File: config.mk
export PLATFORM = sky130hd
export DESIGN_NAME = frame_send_pacer_flat
export DESIGN_NICKNAME = d
export VERILOG_FILES = /design/src/hdl/fsp_pkg.sv /design/src/hdl/fsp_if.sv /design/src/hdl/fsp_div.sv /design/src/hdl/frame_send_pacer.sv /design/src/flat_wrapper.sv
export SDC_FILE = /design/constraint.sdc
export NUM_CORES = 2
export LEC_CHECK = 0
export BUFFER_PORTS_ARGS = -buffer_cell sky130_fd_sc_hd__buf_2
export CAP_MARGIN = 5
export CELL_PAD_IN_SITES_DETAIL_PLACEMENT = 1
export CELL_PAD_IN_SITES_GLOBAL_PLACEMENT = 1
export CORE_ASPECT_RATIO = 1.1
export CORE_MARGIN = 5
export CORE_UTILIZATION = 52
export DETAILED_ROUTE_END_ITERATION = 6
export HOLD_SLACK_MARGIN = 0.08
export PLACE_DENSITY = 0.84
export SLEW_MARGIN = 40
export SYNTH_ARGS = -nofsm -noshare
export SYNTH_HDL_FRONTEND = slang
export SYNTH_SLANG_ARGS = --single-unit
export TNS_END_PERCENT = 10
File: constraint.sdc
create_clock -name clk -period 13.6 [get_ports clk]
set_input_delay 4.08 -clock clk [delete_from_list [all_inputs] [get_ports clk]]
set_output_delay 4.08 -clock clk [all_outputs]
set_load 0.1 [all_outputs]
File: src/hdl/fsp_pkg.sv
`timescale 1ns / 1ps
// ----------------------------------------------------------------------------
// Frame send pacer package
// Shared widths, constants, the nominal frame interval table and the
// request and response types of the shared divider.
// ----------------------------------------------------------------------------
package fsp_pkg;

    localparam int MAX_FPS = 64;
    localparam int RING_AW = $clog2(MAX_FPS);

    localparam int FPS_W   = 7;
    localparam int KBPS_W  = 20;
    localparam int BYTES_W = 24;
    localparam int TICKS_W = 32;
    localparam int FTIME_W = 40;
    localparam int DELAY_W = 32;
    localparam int BPS_W   = 31;
    localparam int SUM_W   = 30;
    localparam int ACC_W   = 40;
    localparam int LAG_W   = 48;
    localparam int IVL_W   = 24;
    localparam int DIV_W   = 40;
    localparam int STEP_W  = 6;
    localparam int CFG_W   = 20;

    localparam logic [FPS_W-1:0]  FPS_RESET  = 7'd30;
    localparam logic [KBPS_W-1:0] KBPS_RESET = 20'd1000;

    localparam logic CFG_FPS  = 1'b0;
    localparam logic CFG_KBPS = 1'b1;

    localparam logic [ACC_W-1:0]  TICKS_PER_SEC = 40'd10000000;
    localparam logic [16:0]       PACE_SCALE    = 17'd80000;
    localparam logic [16:0]       RATE_SCALE    = 17'd78125;
    localparam logic [LAG_W-1:0]  START_LAG     = 48'd10000;
    localparam logic [STEP_W-1:0] FRAME_STEPS   = 6'd40;
    localparam logic [STEP_W-1:0] RATE_STEPS    = 6'd31;

    localparam logic [IVL_W-1:0] NOMINAL_TICKS [MAX_FPS] = '{
        24'd10000000, 24'd5000000, 24'd3333333, 24'd2500000,
        24'd2000000,  24'd1666666, 24'd1428571, 24'd1250000,
        24'd1111111,  24'd1000000, 24'd909090,  24'd833333,
        24'd769230,   24'd714285,  24'd666666,  24'd625000,
        24'd588235,   24'd555555,  24'd526315,  24'd500000,
        24'd476190,   24'd454545,  24'd434782,  24'd416666,
        24'd400000,   24'd384615,  24'd370370,  24'd357142,
        24'd344827,   24'd333333,  24'd322580,  24'd312500,
        24'd303030,   24'd294117,  24'd285714,  24'd277777,
        24'd270270,   24'd263157,  24'd256410,  24'd250000,
        24'd243902,   24'd238095,  24'd232558,  24'd227272,
        24'd222222,   24'd217391,  24'd212765,  24'd208333,
        24'd204081,   24'd200000,  24'd196078,  24'd192307,
        24'd188679,   24'd185185,  24'd181818,  24'd178571,
        24'd175438,   24'd172413,  24'd169491,  24'd166666,
        24'd163934,   24'd161290,  24'd158730,  24'd156250
    };

    typedef struct packed {
        logic              start;
        logic [STEP_W-1:0] steps;
        logic [DIV_W-1:0]  rem_init;
        logic [DIV_W-1:0]  num;
        logic [DIV_W-1:0]  divisor;
    } div_req_t;

    typedef struct packed {
        logic             busy;
        logic             done;
        logic [DIV_W-1:0] quo;
    } div_rsp_t;

endpackage

File: src/hdl/fsp_if.sv
`timescale 1ns / 1ps
// ----------------------------------------------------------------------------
// Frame send pacer channels
// Valid/ready channels for sent frames and for pacing results.
// ----------------------------------------------------------------------------
interface fsp_in_if;
    logic                         valid;
    logic                         ready;
    logic [fsp_pkg::BYTES_W-1:0] frame_bytes;
    logic [fsp_pkg::TICKS_W-1:0] elapsed_ticks;

    modport source (output valid, output frame_bytes, output elapsed_ticks, input ready);
    modport sink (input valid, input frame_bytes, input elapsed_ticks, output ready);
endinterface

interface fsp_out_if;
    logic                         valid;
    logic                         ready;
    logic [fsp_pkg::FTIME_W-1:0] frame_ticks;
    logic [fsp_pkg::DELAY_W-1:0] send_delay;
    logic [fsp_pkg::BPS_W-1:0]   measured_bps;

    modport source (output valid, output frame_ticks, output send_delay,
                    output measured_bps, input ready);
    modport sink (input valid, input frame_ticks, input send_delay,
                  input measured_bps, output ready);
endinterface

File: src/hdl/fsp_div.sv
`timescale 1ns / 1ps
// ----------------------------------------------------------------------------
// Frame send pacer divider
// Restoring divider that produces one quotient bit per cycle.
// ----------------------------------------------------------------------------
module fsp_div
(
    input  logic              clk,
    input  logic              rst_n,
    input  fsp_pkg::div_req_t req,
    output fsp_pkg::div_rsp_t rsp
);

    logic [fsp_pkg::DIV_W-1:0]  rem_reg;
    logic [fsp_pkg::DIV_W-1:0]  num_reg;
    logic [fsp_pkg::DIV_W-1:0]  dsr_reg;
    logic [fsp_pkg::DIV_W-1:0]  quo_reg;
    logic [fsp_pkg::STEP_W-1:0] cnt_reg;
    logic                       busy_reg;
    logic                       done_reg;

    logic [fsp_pkg::DIV_W+1:0]  trial;
    logic                       fits;
    logic [fsp_pkg::DIV_W-1:0]  rem_next;

    assign trial    = {1'b0, rem_reg, num_reg[fsp_pkg::DIV_W-1]} - {2'b00, dsr_reg};
    assign fits     = !trial[fsp_pkg::DIV_W+1];
    assign rem_next = fits ? trial[fsp_pkg::DIV_W-1:0]
                           : {rem_reg[fsp_pkg::DIV_W-2:0], num_reg[fsp_pkg::DIV_W-1]};

    always_ff @(posedge clk or negedge rst_n)
    begin
        if (!rst_n)
        begin
            busy_reg <= 1'b0;
            done_reg <= 1'b0;
            cnt_reg  <= '0;
        end
        else if (req.start)
        begin
            busy_reg <= 1'b1;
            done_reg <= 1'b0;
            cnt_reg  <= req.steps;
        end
        else if (busy_reg)
        begin
            cnt_reg <= cnt_reg - 1'b1;
            if (cnt_reg == fsp_pkg::STEP_W'(1))
            begin
                busy_reg <= 1'b0;
                done_reg <= 1'b1;
            end
        end
        else
        begin
            done_reg <= 1'b0;
        end
    end

    always_ff @(posedge clk)
    begin
        if (req.start)
        begin
            rem_reg <= req.rem_init;
            num_reg <= req.num;
            dsr_reg <= req.divisor;
            quo_reg <= '0;
        end
        else if (busy_reg)
        begin
            rem_reg <= rem_next;
            num_reg <= {num_reg[fsp_pkg::DIV_W-2:0], 1'b0};
            quo_reg <= {quo_reg[fsp_pkg::DIV_W-2:0], fits};
        end
    end

    assign rsp.busy = busy_reg;
    assign rsp.done = done_reg;
    assign rsp.quo  = quo_reg;

endmodule

File: src/hdl/frame_send_pacer.sv
`timescale 1ns / 1ps
// ----------------------------------------------------------------------------
// Frame send pacer
// Paces video frames from a sliding window of frame sizes, tracks the send
// lag and keeps a smoothed measure of the achieved bit rate.
// ----------------------------------------------------------------------------
// One item is handled at a time and the frame port is not ready until its
// result has been placed in the output register. The shared radix-2 divider
// produces one quotient bit per cycle. It computes the paced frame time once
// the size window is full, unless that time would overflow, and the measured
// rate when a one-second rate window closes, unless that rate would overflow.
// A result may wait at the output while the next item is being worked on, and
// that item then holds in its last step until the output register is free.
module frame_send_pacer
(
    input  logic                        clk,
    input  logic                        rst_n,
    input  logic                        cfg_write,
    input  logic                        cfg_index,
    input  logic [fsp_pkg::CFG_W-1:0]   cfg_data,
    fsp_in_if.sink                      frame,
    fsp_out_if.source                   pacing
);

    localparam logic [3:0] S_IDLE   = 4'd0;
    localparam logic [3:0] S_SUM    = 4'd1;
    localparam logic [3:0] S_MUL    = 4'd2;
    localparam logic [3:0] S_FCHK   = 4'd3;
    localparam logic [3:0] S_FDIV   = 4'd4;
    localparam logic [3:0] S_RATE   = 4'd5;
    localparam logic [3:0] S_RDIV   = 4'd6;
    localparam logic [3:0] S_SMOOTH = 4'd7;
    localparam logic [3:0] S_LAG    = 4'd8;

    logic [3:0] state_reg;
    logic [3:0] state_next;

    logic [fsp_pkg::FPS_W-1:0]   fps_reg;
    logic [fsp_pkg::KBPS_W-1:0]  kbps_reg;
    logic [fsp_pkg::FPS_W-1:0]   ring_pos_reg;
    logic [fsp_pkg::FPS_W-1:0]   fill_count_reg;
    logic [fsp_pkg::SUM_W-1:0]   window_sum_reg;
    logic [fsp_pkg::ACC_W-1:0]   rate_bytes_reg;
    logic [fsp_pkg::ACC_W-1:0]   rate_ticks_reg;
    logic [fsp_pkg::LAG_W-1:0]   due_lag_reg;
    logic [fsp_pkg::BPS_W-1:0]   smoothed_reg;
    logic                        fill_reg;
    logic                        out_valid_reg;

    logic [fsp_pkg::BYTES_W-1:0] bytes_reg;
    logic [fsp_pkg::TICKS_W-1:0] elapsed_reg;
    logic [fsp_pkg::BYTES_W-1:0] rd_data_reg;
    logic [46:0]                 pace_prod_reg;
    logic [26:0]                 pace_div_reg;
    logic [56:0]                 rate_prod_reg;
    logic [fsp_pkg::FTIME_W-1:0] ftime_reg;
    logic [fsp_pkg::BPS_W-1:0]   inst_bps_reg;
    logic [fsp_pkg::FTIME_W-1:0] frame_ticks_reg;
    logic [fsp_pkg::DELAY_W-1:0] send_delay_reg;
    logic [fsp_pkg::BPS_W-1:0]   measured_bps_reg;

    logic [fsp_pkg::BYTES_W-1:0] ring [fsp_pkg::MAX_FPS];

    logic [fsp_pkg::FPS_W-1:0]   eff_fps;
    logic [fsp_pkg::KBPS_W-1:0]  eff_kbps;
    logic [fsp_pkg::IVL_W-1:0]   interval;
    logic [fsp_pkg::FTIME_W-1:0] interval_ext;
    logic                        filling;
    logic [fsp_pkg::RING_AW-1:0] ring_addr;
    logic                        accept;
    logic                        cfg_fps_write;
    logic                        lag_go;
    logic                        rate_due;
    logic                        pace_sat;
    logic                        rate_sat;

    logic [fsp_pkg::ACC_W:0]     bytes_sum;
    logic [fsp_pkg::ACC_W:0]     ticks_sum;
    logic [fsp_pkg::SUM_W:0]     sum_next;
    logic [46:0]                 pace_prod;
    logic [26:0]                 pace_div;
    logic [56:0]                 rate_prod;
    logic [33:0]                 smooth_sum;
    logic [49:0]                 lag_sum;
    logic [fsp_pkg::LAG_W-1:0]   lag_sat;
    logic [fsp_pkg::DELAY_W-1:0] delay;

    fsp_pkg::div_req_t div_req;
    fsp_pkg::div_rsp_t div_rsp;

    assign eff_fps  = (fps_reg == '0) ? fsp_pkg::FPS_W'(1)
                    : (fps_reg > fsp_pkg::FPS_W'(fsp_pkg::MAX_FPS))
                        ? fsp_pkg::FPS_W'(fsp_pkg::MAX_FPS) : fps_reg;
    assign eff_kbps = (kbps_reg == '0) ? fsp_pkg::KBPS_W'(1) : kbps_reg;
    assign interval = fsp_pkg::NOMINAL_TICKS[fsp_pkg::RING_AW'(eff_fps - 1'b1)];
    assign interval_ext = fsp_pkg::FTIME_W'(interval);
    assign filling  = fill_count_reg < eff_fps;
    assign ring_addr = (!filling && ring_pos_reg >= eff_fps) ? '0
                     : ring_pos_reg[fsp_pkg::RING_AW-1:0];

    assign accept        = frame.valid && frame.ready;
    assign cfg_fps_write = cfg_write && (cfg_index == fsp_pkg::CFG_FPS);
    assign lag_go        = !out_valid_reg || pacing.ready;
    assign rate_due      = rate_ticks_reg >= fsp_pkg::TICKS_PER_SEC;
    assign pace_sat      = 27'(pace_prod_reg[46:40]) >= pace_div_reg;
    assign rate_sat      = fsp_pkg::ACC_W'(rate_prod_reg[56:21]) >= rate_ticks_reg;

    assign bytes_sum = {1'b0, rate_bytes_reg} + (fsp_pkg::ACC_W+1)'(frame.frame_bytes);
    assign ticks_sum = {1'b0, rate_ticks_reg} + (fsp_pkg::ACC_W+1)'(frame.elapsed_ticks);
    assign sum_next  = filling
        ? {1'b0, window_sum_reg} + (fsp_pkg::SUM_W+1)'(bytes_reg)
        : {1'b0, window_sum_reg} + (fsp_pkg::SUM_W+1)'(bytes_reg)
          - (fsp_pkg::SUM_W+1)'(rd_data_reg);

    assign pace_prod  = window_sum_reg * fsp_pkg::PACE_SCALE;
    assign pace_div   = eff_fps * eff_kbps;
    assign rate_prod  = rate_bytes_reg * fsp_pkg::RATE_SCALE;
    assign smooth_sum = {3'b000, smoothed_reg} + {2'b00, smoothed_reg, 1'b0}
                      + {3'b000, inst_bps_reg};

    assign lag_sum = {{2{due_lag_reg[fsp_pkg::LAG_W-1]}}, due_lag_reg}
                   + {10'b0, ftime_reg} - {18'b0, elapsed_reg};

    always_comb
    begin
        if (lag_sum[49:47] == 3'b000 || lag_sum[49:47] == 3'b111)
        begin
            lag_sat = lag_sum[fsp_pkg::LAG_W-1:0];
        end
        else if (!lag_sum[49])
        begin
            lag_sat = {1'b0, {(fsp_pkg::LAG_W-1){1'b1}}};
        end
        else
        begin
            lag_sat = {1'b1, {(fsp_pkg::LAG_W-1){1'b0}}};
        end

        if (lag_sat[fsp_pkg::LAG_W-1] || lag_sat == '0)
        begin
            delay = '0;
        end
        else if (lag_sat[fsp_pkg::LAG_W-2:fsp_pkg::DELAY_W] != '0)
        begin
            delay = '1;
        end
        else
        begin
            delay = lag_sat[fsp_pkg::DELAY_W-1:0];
        end
    end

    always_comb
    begin
        div_req.start = 1'b0;
        if (state_reg == S_FCHK)
        begin
            div_req.start    = !pace_sat;
            div_req.steps    = fsp_pkg::FRAME_STEPS;
            div_req.rem_init = fsp_pkg::DIV_W'(pace_prod_reg[46:40]);
            div_req.num      = pace_prod_reg[39:0];
            div_req.divisor  = fsp_pkg::DIV_W'(pace_div_reg);
        end
        else
        begin
            div_req.start    = (state_reg == S_RATE) && rate_due && !rate_sat;
            div_req.steps    = fsp_pkg::RATE_STEPS;
            div_req.rem_init = fsp_pkg::DIV_W'(rate_prod_reg[56:21]);
            div_req.num      = {rate_prod_reg[20:0], 19'b0};
            div_req.divisor  = rate_ticks_reg;
        end
    end

    fsp_div u_div
    (
        .clk   (clk),
        .rst_n (rst_n),
        .req   (div_req),
        .rsp   (div_rsp)
    );

    always_comb
    begin
        state_next = state_reg;
        unique case (state_reg)
            S_IDLE:   state_next = accept ? S_SUM : S_IDLE;
            S_SUM:    state_next = S_MUL;
            S_MUL:    state_next = fill_reg ? S_RATE : S_FCHK;
            S_FCHK:   state_next = pace_sat ? S_RATE : S_FDIV;
            S_FDIV:   state_next = div_rsp.done ? S_RATE : S_FDIV;
            S_RATE:   state_next = !rate_due ? S_LAG : (rate_sat ? S_SMOOTH : S_RDIV);
            S_RDIV:   state_next = div_rsp.done ? S_SMOOTH : S_RDIV;
            S_SMOOTH: state_next = S_LAG;
            S_LAG:    state_next = lag_go ? S_IDLE : S_LAG;
            default:  state_next = S_IDLE;
        endcase
    end

    always_ff @(posedge clk or negedge rst_n)
    begin
        if (!rst_n)
        begin
            state_reg      <= S_IDLE;
            fps_reg        <= fsp_pkg::FPS_RESET;
            kbps_reg       <= fsp_pkg::KBPS_RESET;
            ring_pos_reg   <= '0;
            fill_count_reg <= '0;
            window_sum_reg <= '0;
            rate_bytes_reg <= '0;
            rate_ticks_reg <= '0;
            due_lag_reg    <= fsp_pkg::START_LAG;
            smoothed_reg   <= '0;
            fill_reg       <= 1'b0;
            out_valid_reg  <= 1'b0;
        end
        else
        begin
            state_reg <= state_next;

            if (cfg_write && cfg_index == fsp_pkg::CFG_KBPS)
            begin
                kbps_reg <= cfg_data;
            end

            if (cfg_fps_write)
            begin
                fps_reg        <= cfg_data[fsp_pkg::FPS_W-1:0];
                ring_pos_reg   <= '0;
                fill_count_reg <= '0;
                window_sum_reg <= '0;
            end
            else if (state_reg == S_SUM)
            begin
                window_sum_reg <= sum_next[fsp_pkg::SUM_W-1:0];
                ring_pos_reg   <= fsp_pkg::FPS_W'(ring_addr) + 1'b1;
                if (filling)
                begin
                    fill_count_reg <= fill_count_reg + 1'b1;
                end
            end

            if (state_reg == S_SUM)
            begin
                fill_reg <= filling;
            end

            if (accept)
            begin
                rate_bytes_reg <= bytes_sum[fsp_pkg::ACC_W] ? '1
                                                            : bytes_sum[fsp_pkg::ACC_W-1:0];
                rate_ticks_reg <= ticks_sum[fsp_pkg::ACC_W] ? '1
                                                            : ticks_sum[fsp_pkg::ACC_W-1:0];
            end
            else if (state_reg == S_SMOOTH)
            begin
                smoothed_reg   <= smooth_sum[fsp_pkg::BPS_W+1:2];
                rate_bytes_reg <= '0;
                rate_ticks_reg <= '0;
            end

            if (state_reg == S_LAG && lag_go)
            begin
                due_lag_reg   <= lag_sat;
                out_valid_reg <= 1'b1;
            end
            else if (pacing.ready)
            begin
                out_valid_reg <= 1'b0;
            end
        end
    end

    always_ff @(posedge clk)
    begin
        if (accept)
        begin
            bytes_reg   <= frame.frame_bytes;
            elapsed_reg <= frame.elapsed_ticks;
        end

        if (state_reg == S_MUL)
        begin
            pace_prod_reg <= pace_prod;
            pace_div_reg  <= pace_div;
            rate_prod_reg <= rate_prod;
            if (fill_reg)
            begin
                ftime_reg <= interval_ext;
            end
        end

        if (state_reg == S_FCHK && pace_sat)
        begin
            ftime_reg <= '1;
        end

        if (state_reg == S_FDIV && div_rsp.done)
        begin
            ftime_reg <= (div_rsp.quo < interval_ext) ? interval_ext : div_rsp.quo;
        end

        if (state_reg == S_RATE && rate_due && rate_sat)
        begin
            inst_bps_reg <= '1;
        end

        if (state_reg == S_RDIV && div_rsp.done)
        begin
            inst_bps_reg <= div_rsp.quo[fsp_pkg::BPS_W-1:0];
        end

        if (state_reg == S_LAG && lag_go)
        begin
            frame_ticks_reg  <= ftime_reg;
            send_delay_reg   <= delay;
            measured_bps_reg <= smoothed_reg;
        end
    end

    always_ff @(posedge clk)
    begin
        if (state_reg == S_SUM)
        begin
            ring[ring_addr] <= bytes_reg;
        end
        rd_data_reg <= ring[ring_addr];
    end

    assign frame.ready         = (state_reg == S_IDLE);
    assign pacing.valid        = out_valid_reg;
    assign pacing.frame_ticks  = frame_ticks_reg;
    assign pacing.send_delay   = send_delay_reg;
    assign pacing.measured_bps = measured_bps_reg;

    a_busy_after_accept: assert property (@(posedge clk) disable iff (!rst_n)
        accept |=> !frame.ready)
        else $error("frame port ready right after an accepted item");

    a_div_start_idle: assert property (@(posedge clk) disable iff (!rst_n)
        div_req.start |-> !div_rsp.busy)
        else $error("divider started while busy");

    a_fill_bound: assert property (@(posedge clk) disable iff (!rst_n)
        fill_count_reg <= eff_fps)
        else $error("window fill count beyond the frame rate");

    a_result_source: assert property (@(posedge clk) disable iff (!rst_n)
        $rose(out_valid_reg) |-> $past(state_reg == S_LAG))
        else $error("result raised outside the lag update");

endmodule

File: src/flat_wrapper.sv
// flat-port wrapper written by rule: the top's interface ports become plain ports
module frame_send_pacer_flat 
  (clk, rst_n, cfg_write, cfg_index, cfg_data, frame_valid, frame_frame_bytes, frame_elapsed_ticks, frame_ready, pacing_valid, pacing_frame_ticks, pacing_send_delay, pacing_measured_bps, pacing_ready);
  fsp_in_if frame_i ();
  fsp_out_if pacing_i ();
  input  logic clk;
  input  logic rst_n;
  input  logic cfg_write;
  input  logic cfg_index;
  input  logic [fsp_pkg::CFG_W-1:0] cfg_data;
  input wire logic [$bits(frame_i.valid)-1:0] frame_valid;
  input wire logic [$bits(frame_i.frame_bytes)-1:0] frame_frame_bytes;
  input wire logic [$bits(frame_i.elapsed_ticks)-1:0] frame_elapsed_ticks;
  output wire logic [$bits(frame_i.ready)-1:0] frame_ready;
  output wire logic [$bits(pacing_i.valid)-1:0] pacing_valid;
  output wire logic [$bits(pacing_i.frame_ticks)-1:0] pacing_frame_ticks;
  output wire logic [$bits(pacing_i.send_delay)-1:0] pacing_send_delay;
  output wire logic [$bits(pacing_i.measured_bps)-1:0] pacing_measured_bps;
  input wire logic [$bits(pacing_i.ready)-1:0] pacing_ready;
  assign frame_i.valid = frame_valid;
  assign frame_i.frame_bytes = frame_frame_bytes;
  assign frame_i.elapsed_ticks = frame_elapsed_ticks;
  assign frame_ready = frame_i.ready;
  assign pacing_valid = pacing_i.valid;
  assign pacing_frame_ticks = pacing_i.frame_ticks;
  assign pacing_send_delay = pacing_i.send_delay;
  assign pacing_measured_bps = pacing_i.measured_bps;
  assign pacing_i.ready = pacing_ready;
  frame_send_pacer u_core (.clk(clk), .rst_n(rst_n), .cfg_write(cfg_write), .cfg_index(cfg_index), .cfg_data(cfg_data), .frame(frame_i), .pacing(pacing_i));
endmodule
==> Word level (Yosys, flattened, before mapping) <==
Memories as Yosys holds them, arrays and structs flattened. A register that Yosys moved wholly into a read port is not among the register bits.
Cells that the tools add are included.
Widths: inputs -> output; s select.
{ "word_totals": {"n_memories": 2, "word_cells": 162, "output_inout_bits": 105, "ramBits": 1536, "register_bits": 758, "in_bits": 82, "mem_bits_ro": 1536} }
{ "memory_table": {"columns": ["memory", "words", "width", "read_ports", "rd_clocked_by_memory_dff", "wr", "line_no", "source"], "rows": [
  ["(no name shown)", 64, 24, 1, 0, 0, "frame_send_pacer.sv:95", "assign interval = fsp_pkg::NOMINAL_TICKS[fsp_pkg::RING_AW'(eff_fps - 1'b1)];"],
  ["u_core.ring", 64, 24, 1, 1, 1, "frame_send_pacer.sv:62", "logic [fsp_pkg::BYTES_W-1:0] ring [fsp_pkg::MAX_FPS];"]
]} }
{ "classes": {"bitwise_logic": 3, "addsub": 13, "eq_ne": 11, "magnitude_cmp": 8, "multipliers": 3, "muxes": 56, "reduce_logical": 36} }
{ "ops": {"columns": ["op", "n"], "rows": [
  ["$mux 40", 15],
  ["$mux 127", 1],
  ["$mux 48", 2],
  ["$mux 30", 3],
  ["$mux 31", 2],
  ["$mul 40x17->57 const B", 1],
  ["$sub 50x32->50", 1],
  ["$add 48x41->49", 1],
  ["$mux 7", 7],
  ["$logic_not 48->1", 1],
  ["$mux 24", 2],
  ["$sub 41x40->42", 1],
  ["$add 40x24->41", 1],
  ["$add 40x32->41", 1],
  ["$ge 36x40->1", 1],
  ["$ge 40x24->1 const B", 1],
  ["$lt 40x24->1", 1],
  ["$mul 30x10->40 const B", 1],
  ["$pmux 4 s9", 1],
  ["$add 31x32->33", 1],
  ["$add 33x31->33", 1],
  ["$mux 32", 1],
  ["$add 30x24->30", 1],
  ["$sub 30x24->30", 1],
  ["other kinds (34)", 81]
]} }

==> Depth between registers and ports, before layout <==
{ "depth": {"word_depth": 12, "ltp_mapped": 34, "depth_no_buf": 28} }

==> Cells and area by module <==
Synthesis repeated with hierarchy kept, for this count alone.
{ "hier_totals": {"cells_unflattened": 10148, "area_unflattened_um2": 125561.7} }
{ "modules_own_cells": {"columns": ["mod", "cells_per_inst", "seq_area_each_um2", "n_inst", "area_each_um2"], "rows": [
  ["frame_send_pacer", 9301, 63159.3, 1, 116437.9],
  ["fsp_div", 847, 4604.4, 1, 9123.8]
]} }

==> Least setup slack after synthesis <==
Ideal clock, no wire load.
{ "synth_timing": {"path_kind": "register -> register", "start": "register u_core.state_reg[0]", "end": "register u_core.ftime_reg[0] in the netlist's numbering (enable)", "slack_ps": 2566, "n_path_buf": 1, "synth_period_minus_slack_ps": 11034, "path_stages_with_launch": 6, "arrival_time_ps": 10635, "setup_time_ps": 399, "required_ps": 13201, "path_cell_list": "dfrtp_1 > clkbuf_1 > nand2b_1 > nor3_1 > nand2_1 > nand2_1"} }
{ "synth_via": {"elab_chain_len": 4, "elab_cells_between_ends": 8, "classes_between": "eq/ne: 3; reduce/logical: 5"} }
{ "synth_lines": {"columns": ["element", "line_no", "source"], "rows": [
  ["start: declaration", "frame_send_pacer.sv:35", "logic [3:0] state_reg;"],
  ["start signal: assignment", "frame_send_pacer.sv:218", "state_reg <= state_next;"],
  ["$eq 4x3->1 / $eq 4x2->1 (equally long branches)", "frame_send_pacer.sv:297, frame_send_pacer.sv:292", null],
  ["$logic_and 1x1->1, on equally long branches", "frame_send_pacer.sv:297, frame_send_pacer.sv:292", null],
  ["$reduce_bool 3->1 (no line)", null, null],
  ["$reduce_and 2->1 (no line) (*)", null, null],
  ["end signal: assignment", "frame_send_pacer.sv:288", "ftime_reg <= interval_ext;"],
  ["end signal: assignment", "frame_send_pacer.sv:299", "ftime_reg <= (div_rsp.quo < interval_ext) ? interval_ext : div_rsp.quo;"],
  ["end: declaration", "frame_send_pacer.sv:56", "logic [fsp_pkg::FTIME_W-1:0] ftime_reg;"]
]} }
Mark *: on every way between the ends. The rest lies on a longest branch, timed or not.
A chain may end at the register's enable or synchronous reset.

==> Worst setup path after layout <==
{ "layout_timing": {"start": "register u_core.fps_reg[1] in the netlist's numbering", "end": "register u_core.ftime_reg[0] in the netlist's numbering (data pin)"} }
{ "layout_via": {"elab_chain_len": 12, "elab_cells_between_ends": 15, "classes_between": "add/sub: 1; order compare: 2; mux: 9; bitwise: 1; reduce/logical: 1; memory: 1"} }
{ "layout_lines": {"columns": ["element", "line_no", "source"], "rows": [
  ["start: declaration", "frame_send_pacer.sv:38", "logic [fsp_pkg::FPS_W-1:0] fps_reg;"],
  ["start signal: assignment", "frame_send_pacer.sv:204", "fps_reg <= fsp_pkg::FPS_RESET;"],
  ["start signal: assignment", "frame_send_pacer.sv:227", "fps_reg <= cfg_data[fsp_pkg::FPS_W-1:0];"],
  ["$gt 7x7->1", "frame_send_pacer.sv:92", ": (fps_reg > fsp_pkg::FPS_W'(fsp_pkg::MAX_FPS))"],
  ["$mux 7", "frame_send_pacer.sv:93", "? fsp_pkg::FPS_W'(fsp_pkg::MAX_FPS) : fps_reg;"],
  ["$mux 7 (*)", "frame_send_pacer.sv:91", "assign eff_fps = (fps_reg == '0) ? fsp_pkg::FPS_W'(1)"],
  ["$sub 6x1->6 (*)", "frame_send_pacer.sv:95", null],
  ["$not 6->7 (not written as such) (*)", "frame_send_pacer.sv:95", null],
  ["$mem_v2 64x24 (*)", null, null],
  ["$mux 24 (not written as such) (*) (2 in a row)", "frame_send_pacer.sv:95", null],
  ["branches (longest 3 deep; another with $lt 40x24->1)", null, null],
  ["$mux 40 (*)", "frame_send_pacer.sv:297", "if (state_reg == S_FDIV && div_rsp.done)"]
]} }
Mark *: on every way between the ends. The select of a mux whose other input is x is not followed.

==> results by group <==
GRT
  • Global-route wire length before repair: ~640000 um
  • Total global-route track usage: between 30% and 40%
  • Largest net degree at the start of global routing: approximately 120
  • Vias in the first global route: 97600
  • Grt total ovfl: 0
  • Initial antenna violation count: 44

Synth
  • Register area share after synthesis: a little over half
  • Synth top cells by count: edfxtp_1 (2003), inv_1 (847), ha_1 (796)
  • Top-area cell type share of the netlist area: approximately 48%
  • Syn avg cell area: 12.2 um^2
  • Ys flop type: edfxtp_1
  • Distinct cell type count after synthesis: between 100 and 150
  • FFs w/ async S/R, synth: a little over a tenth
  • Warnings from Yosys: 0
  • Top post-synthesis cells by area: edfxtp_1 (48%), ha_1 (8.0%), fa_1 (6.7%)
  • Post-synth EDFFs: roughly 2000
  • Mapped cell area: around 120000 um^2
  • Synth area leader: edfxtp_1
  • Post-Syn Instances: roughly 10000
  • Syn_nets: approximately 11000
  • Count leader, synth: edfxtp_1
  • Yosys reg bits: roughly 2300

STA
  • Worst-margin pin slew: ~1.1 ns
  • Tcrit/Tclk final: a little under three fifths
  • Fmax: ~130 MHz
  • Slew headroom: about 27%
  • Clk_skew: between 0.1 and 0.15 ns
  • Slew Viols, Final: 0
  • Minimum clock period: roughly 8 ns
  • Setup TNS: 0 ns
  • RSZ-0062 raised after global routing: no
  • Final setup vio count: 0
  • Hold Vio Cnt, Final: 0

Place
  • Routability cong.: ~0.94
  • DPL Wire Length: 285000 um
  • Port bufs: roughly 190

Drt
  • Vias per std cell: approximately 6.7
  • DRC viols: just over 700
  • DR vias: between 90000 and 100k
  • Post-Route WL: between 400000 and 500000 um
  • DRT Pass-1 Iters: 7
  • DRT iter0 DRCs: 10800
  • WL/cell: 32.0 um
  • Antenna viol nets, final: 0

Worst setup path
  • CP Capture Type: flip-flop
  • Arrival time at the worst endpoint: approximately 8.4 ns
  • Worst r2r src: u_core.fps_reg[1]
  • Critical path's slowest cell: ha_1
  • CP max FO: slightly above 80
  • Most used cell, CP: a21oi_1
  • Required time worst endpoint: approximately 14 ns
  • Critical path launch point type: flip-flop
  • Critical path type: flip-flop to flip-flop
  • Start point of the critical path: u_core.fps_reg[1]
  • Delay of the slowest cell on the worst path: 0.62 ns

Die
  • Starting Density: 52.2%
  • Core area: between 200000 and 250000 um^2
  • Core Rows: approximately 190
  • Die footprint: 249000 um^2
  • Die X: 476 um
  • Die height: 523 um
  • I/O pin total: approximately 190

Clock network
  • Num Clock Sinks: around 2300
  • Post-CTS setup buffers: 0
  • Clk Tree Root Cell: clkbuf_16
  • CTS buffer count: 236
  • Clock-pin slew on the worst setup and hold paths: ~0.06 ns
  • Bufs on Longest Clock Path: 4
  • CTS H-tree depth: 4
  • Worst-Skew Late Latency: 1.00 ns
  • Hold buffer count at cts: 0
  • CTS tree: yes
  • Resized cells post-CTS: 0

Final layout
  • Filler cells: ~24000
  • Max reg flops: 1536
  • Share of layout cells above drive strength 1: around a tenth
  • Area delta synth->final: 11.8%
  • Final net count: 11700

Worst hold path
  • Min-delay src: u_core.ftime_reg[32]
  • Worst min-delay path class: flip-flop to flip-flop

Status
  • Failing checks: DRC
  • Status: finished, violations left

Run
  • Max Cap Viol: 0
-- routing by layer --
metal / vias up / global-route usage (%) / wire length [um]
li1: 38000 / - / -
met1: 46100 / 38.5 / 152000
met2: 5729 / 57.3 / 213000
met3: 1789 / 8.03 / 40400
met4: 20 / 24.6 / 35500
met5: - / 0.339 / 149
-- logic make-up after synthesis --
logic type	count (synthesis)	synth area share, %
compound gates	2500	13.1
xor+xnor	332	2.34
fa+ha+maj	1212	14.7
buf+inv	1302	4.06
flops	2311	54.3
mux	415	3.57
simple gates	2122	7.83
-- final cells by class --
class	count	area [um^2]	area share, %
antenna	32	80.1	0.0576
clock buffer	282	6270	4.52
clock inverter	149	1690	1.22
inverter	852	3210	2.31
multi-input combinational	6581	52600	37.9
sequential	2311	67600	48.6
tap	3135	3920	2.82
timing repair buffer	410	3600	2.59
-- cell usage in the layout, fill, tap and decap left out, types with 50 or more instances in the layout --
cell type and count:
a21oi_1 712, o21a_1 99, edfxtp_1 2003, a211oi_1 73, o221ai_1 79, dfxtp_1 64, buf_2 198, nand3_1 113
dfrtp_1 225, o21bai_1 53, nand2b_1 80, a31oi_1 99, a22oi_1 118, clkinv_1 50, xor2_1 121, nor2b_1 69
or3_1 58, nand2_1 705, nor2_1 602, clkbuf_16 243, mux2_2 53, a21o_1 194, fa_1 416, o21ai_0 413
a221oi_1 127, o211ai_1 88, nor3_1 91, o22ai_1 76, xnor2_1 209, mux2i_1 345, and2_1 51, buf_4 122
ha_1 795, and3_1 67, inv_1 845
-- critical path: cells and delay by family, from the launching register on --
kind	cells	cell delay, ns
AO/OA/AOI/OAI	13	2.53
adder cells (fa/ha/maj)	3	1.29
buffers and inverters	4	1.46
flip-flops	1	0.56
multiplexers	1	0.29
AND/OR/NAND/NOR	7	1.38
-- worst paths after layout --
path,cells after the start,endpoint,slack [ns]
max reg2reg,28,u_core.ftime_reg[0],5.83
min reg2reg,0,u_core.pacing.frame_ticks[32],0.48
min in group asynchronous,1,u_core.rate_bytes_reg[38],3.20
max in group asynchronous,2,u_core.fps_reg[5],9.14
max,28,u_core.ftime_reg[0],5.83
min,0,u_core.pacing.frame_ticks[32],0.48
-- through the flow --
step | hold WS (ns) | utilization, % | setup WS (ns) | area [um^2] | std cells
final | 0.479 | 58.3 | 5.83 | 139000 | 13800
after global routing | 0.498 | 58.3 | 5.39 | 139000 | 13700
after CTS | 0.479 | 58.1 | 5.97 | 138000 | 13700
after detailed placement | 0.466 | 54.8 | 5.06 | 131000 | 13300
after global placement | 0.451 | 54.2 | 4.72 | 129000 | 13200
after floorplan | 0.433 | - | 2.57 | 124000 | 10200
Power is left out: the tool's default activity adds up to more than one toggle a clock period on the data nets, which glitch-free logic cannot reach.
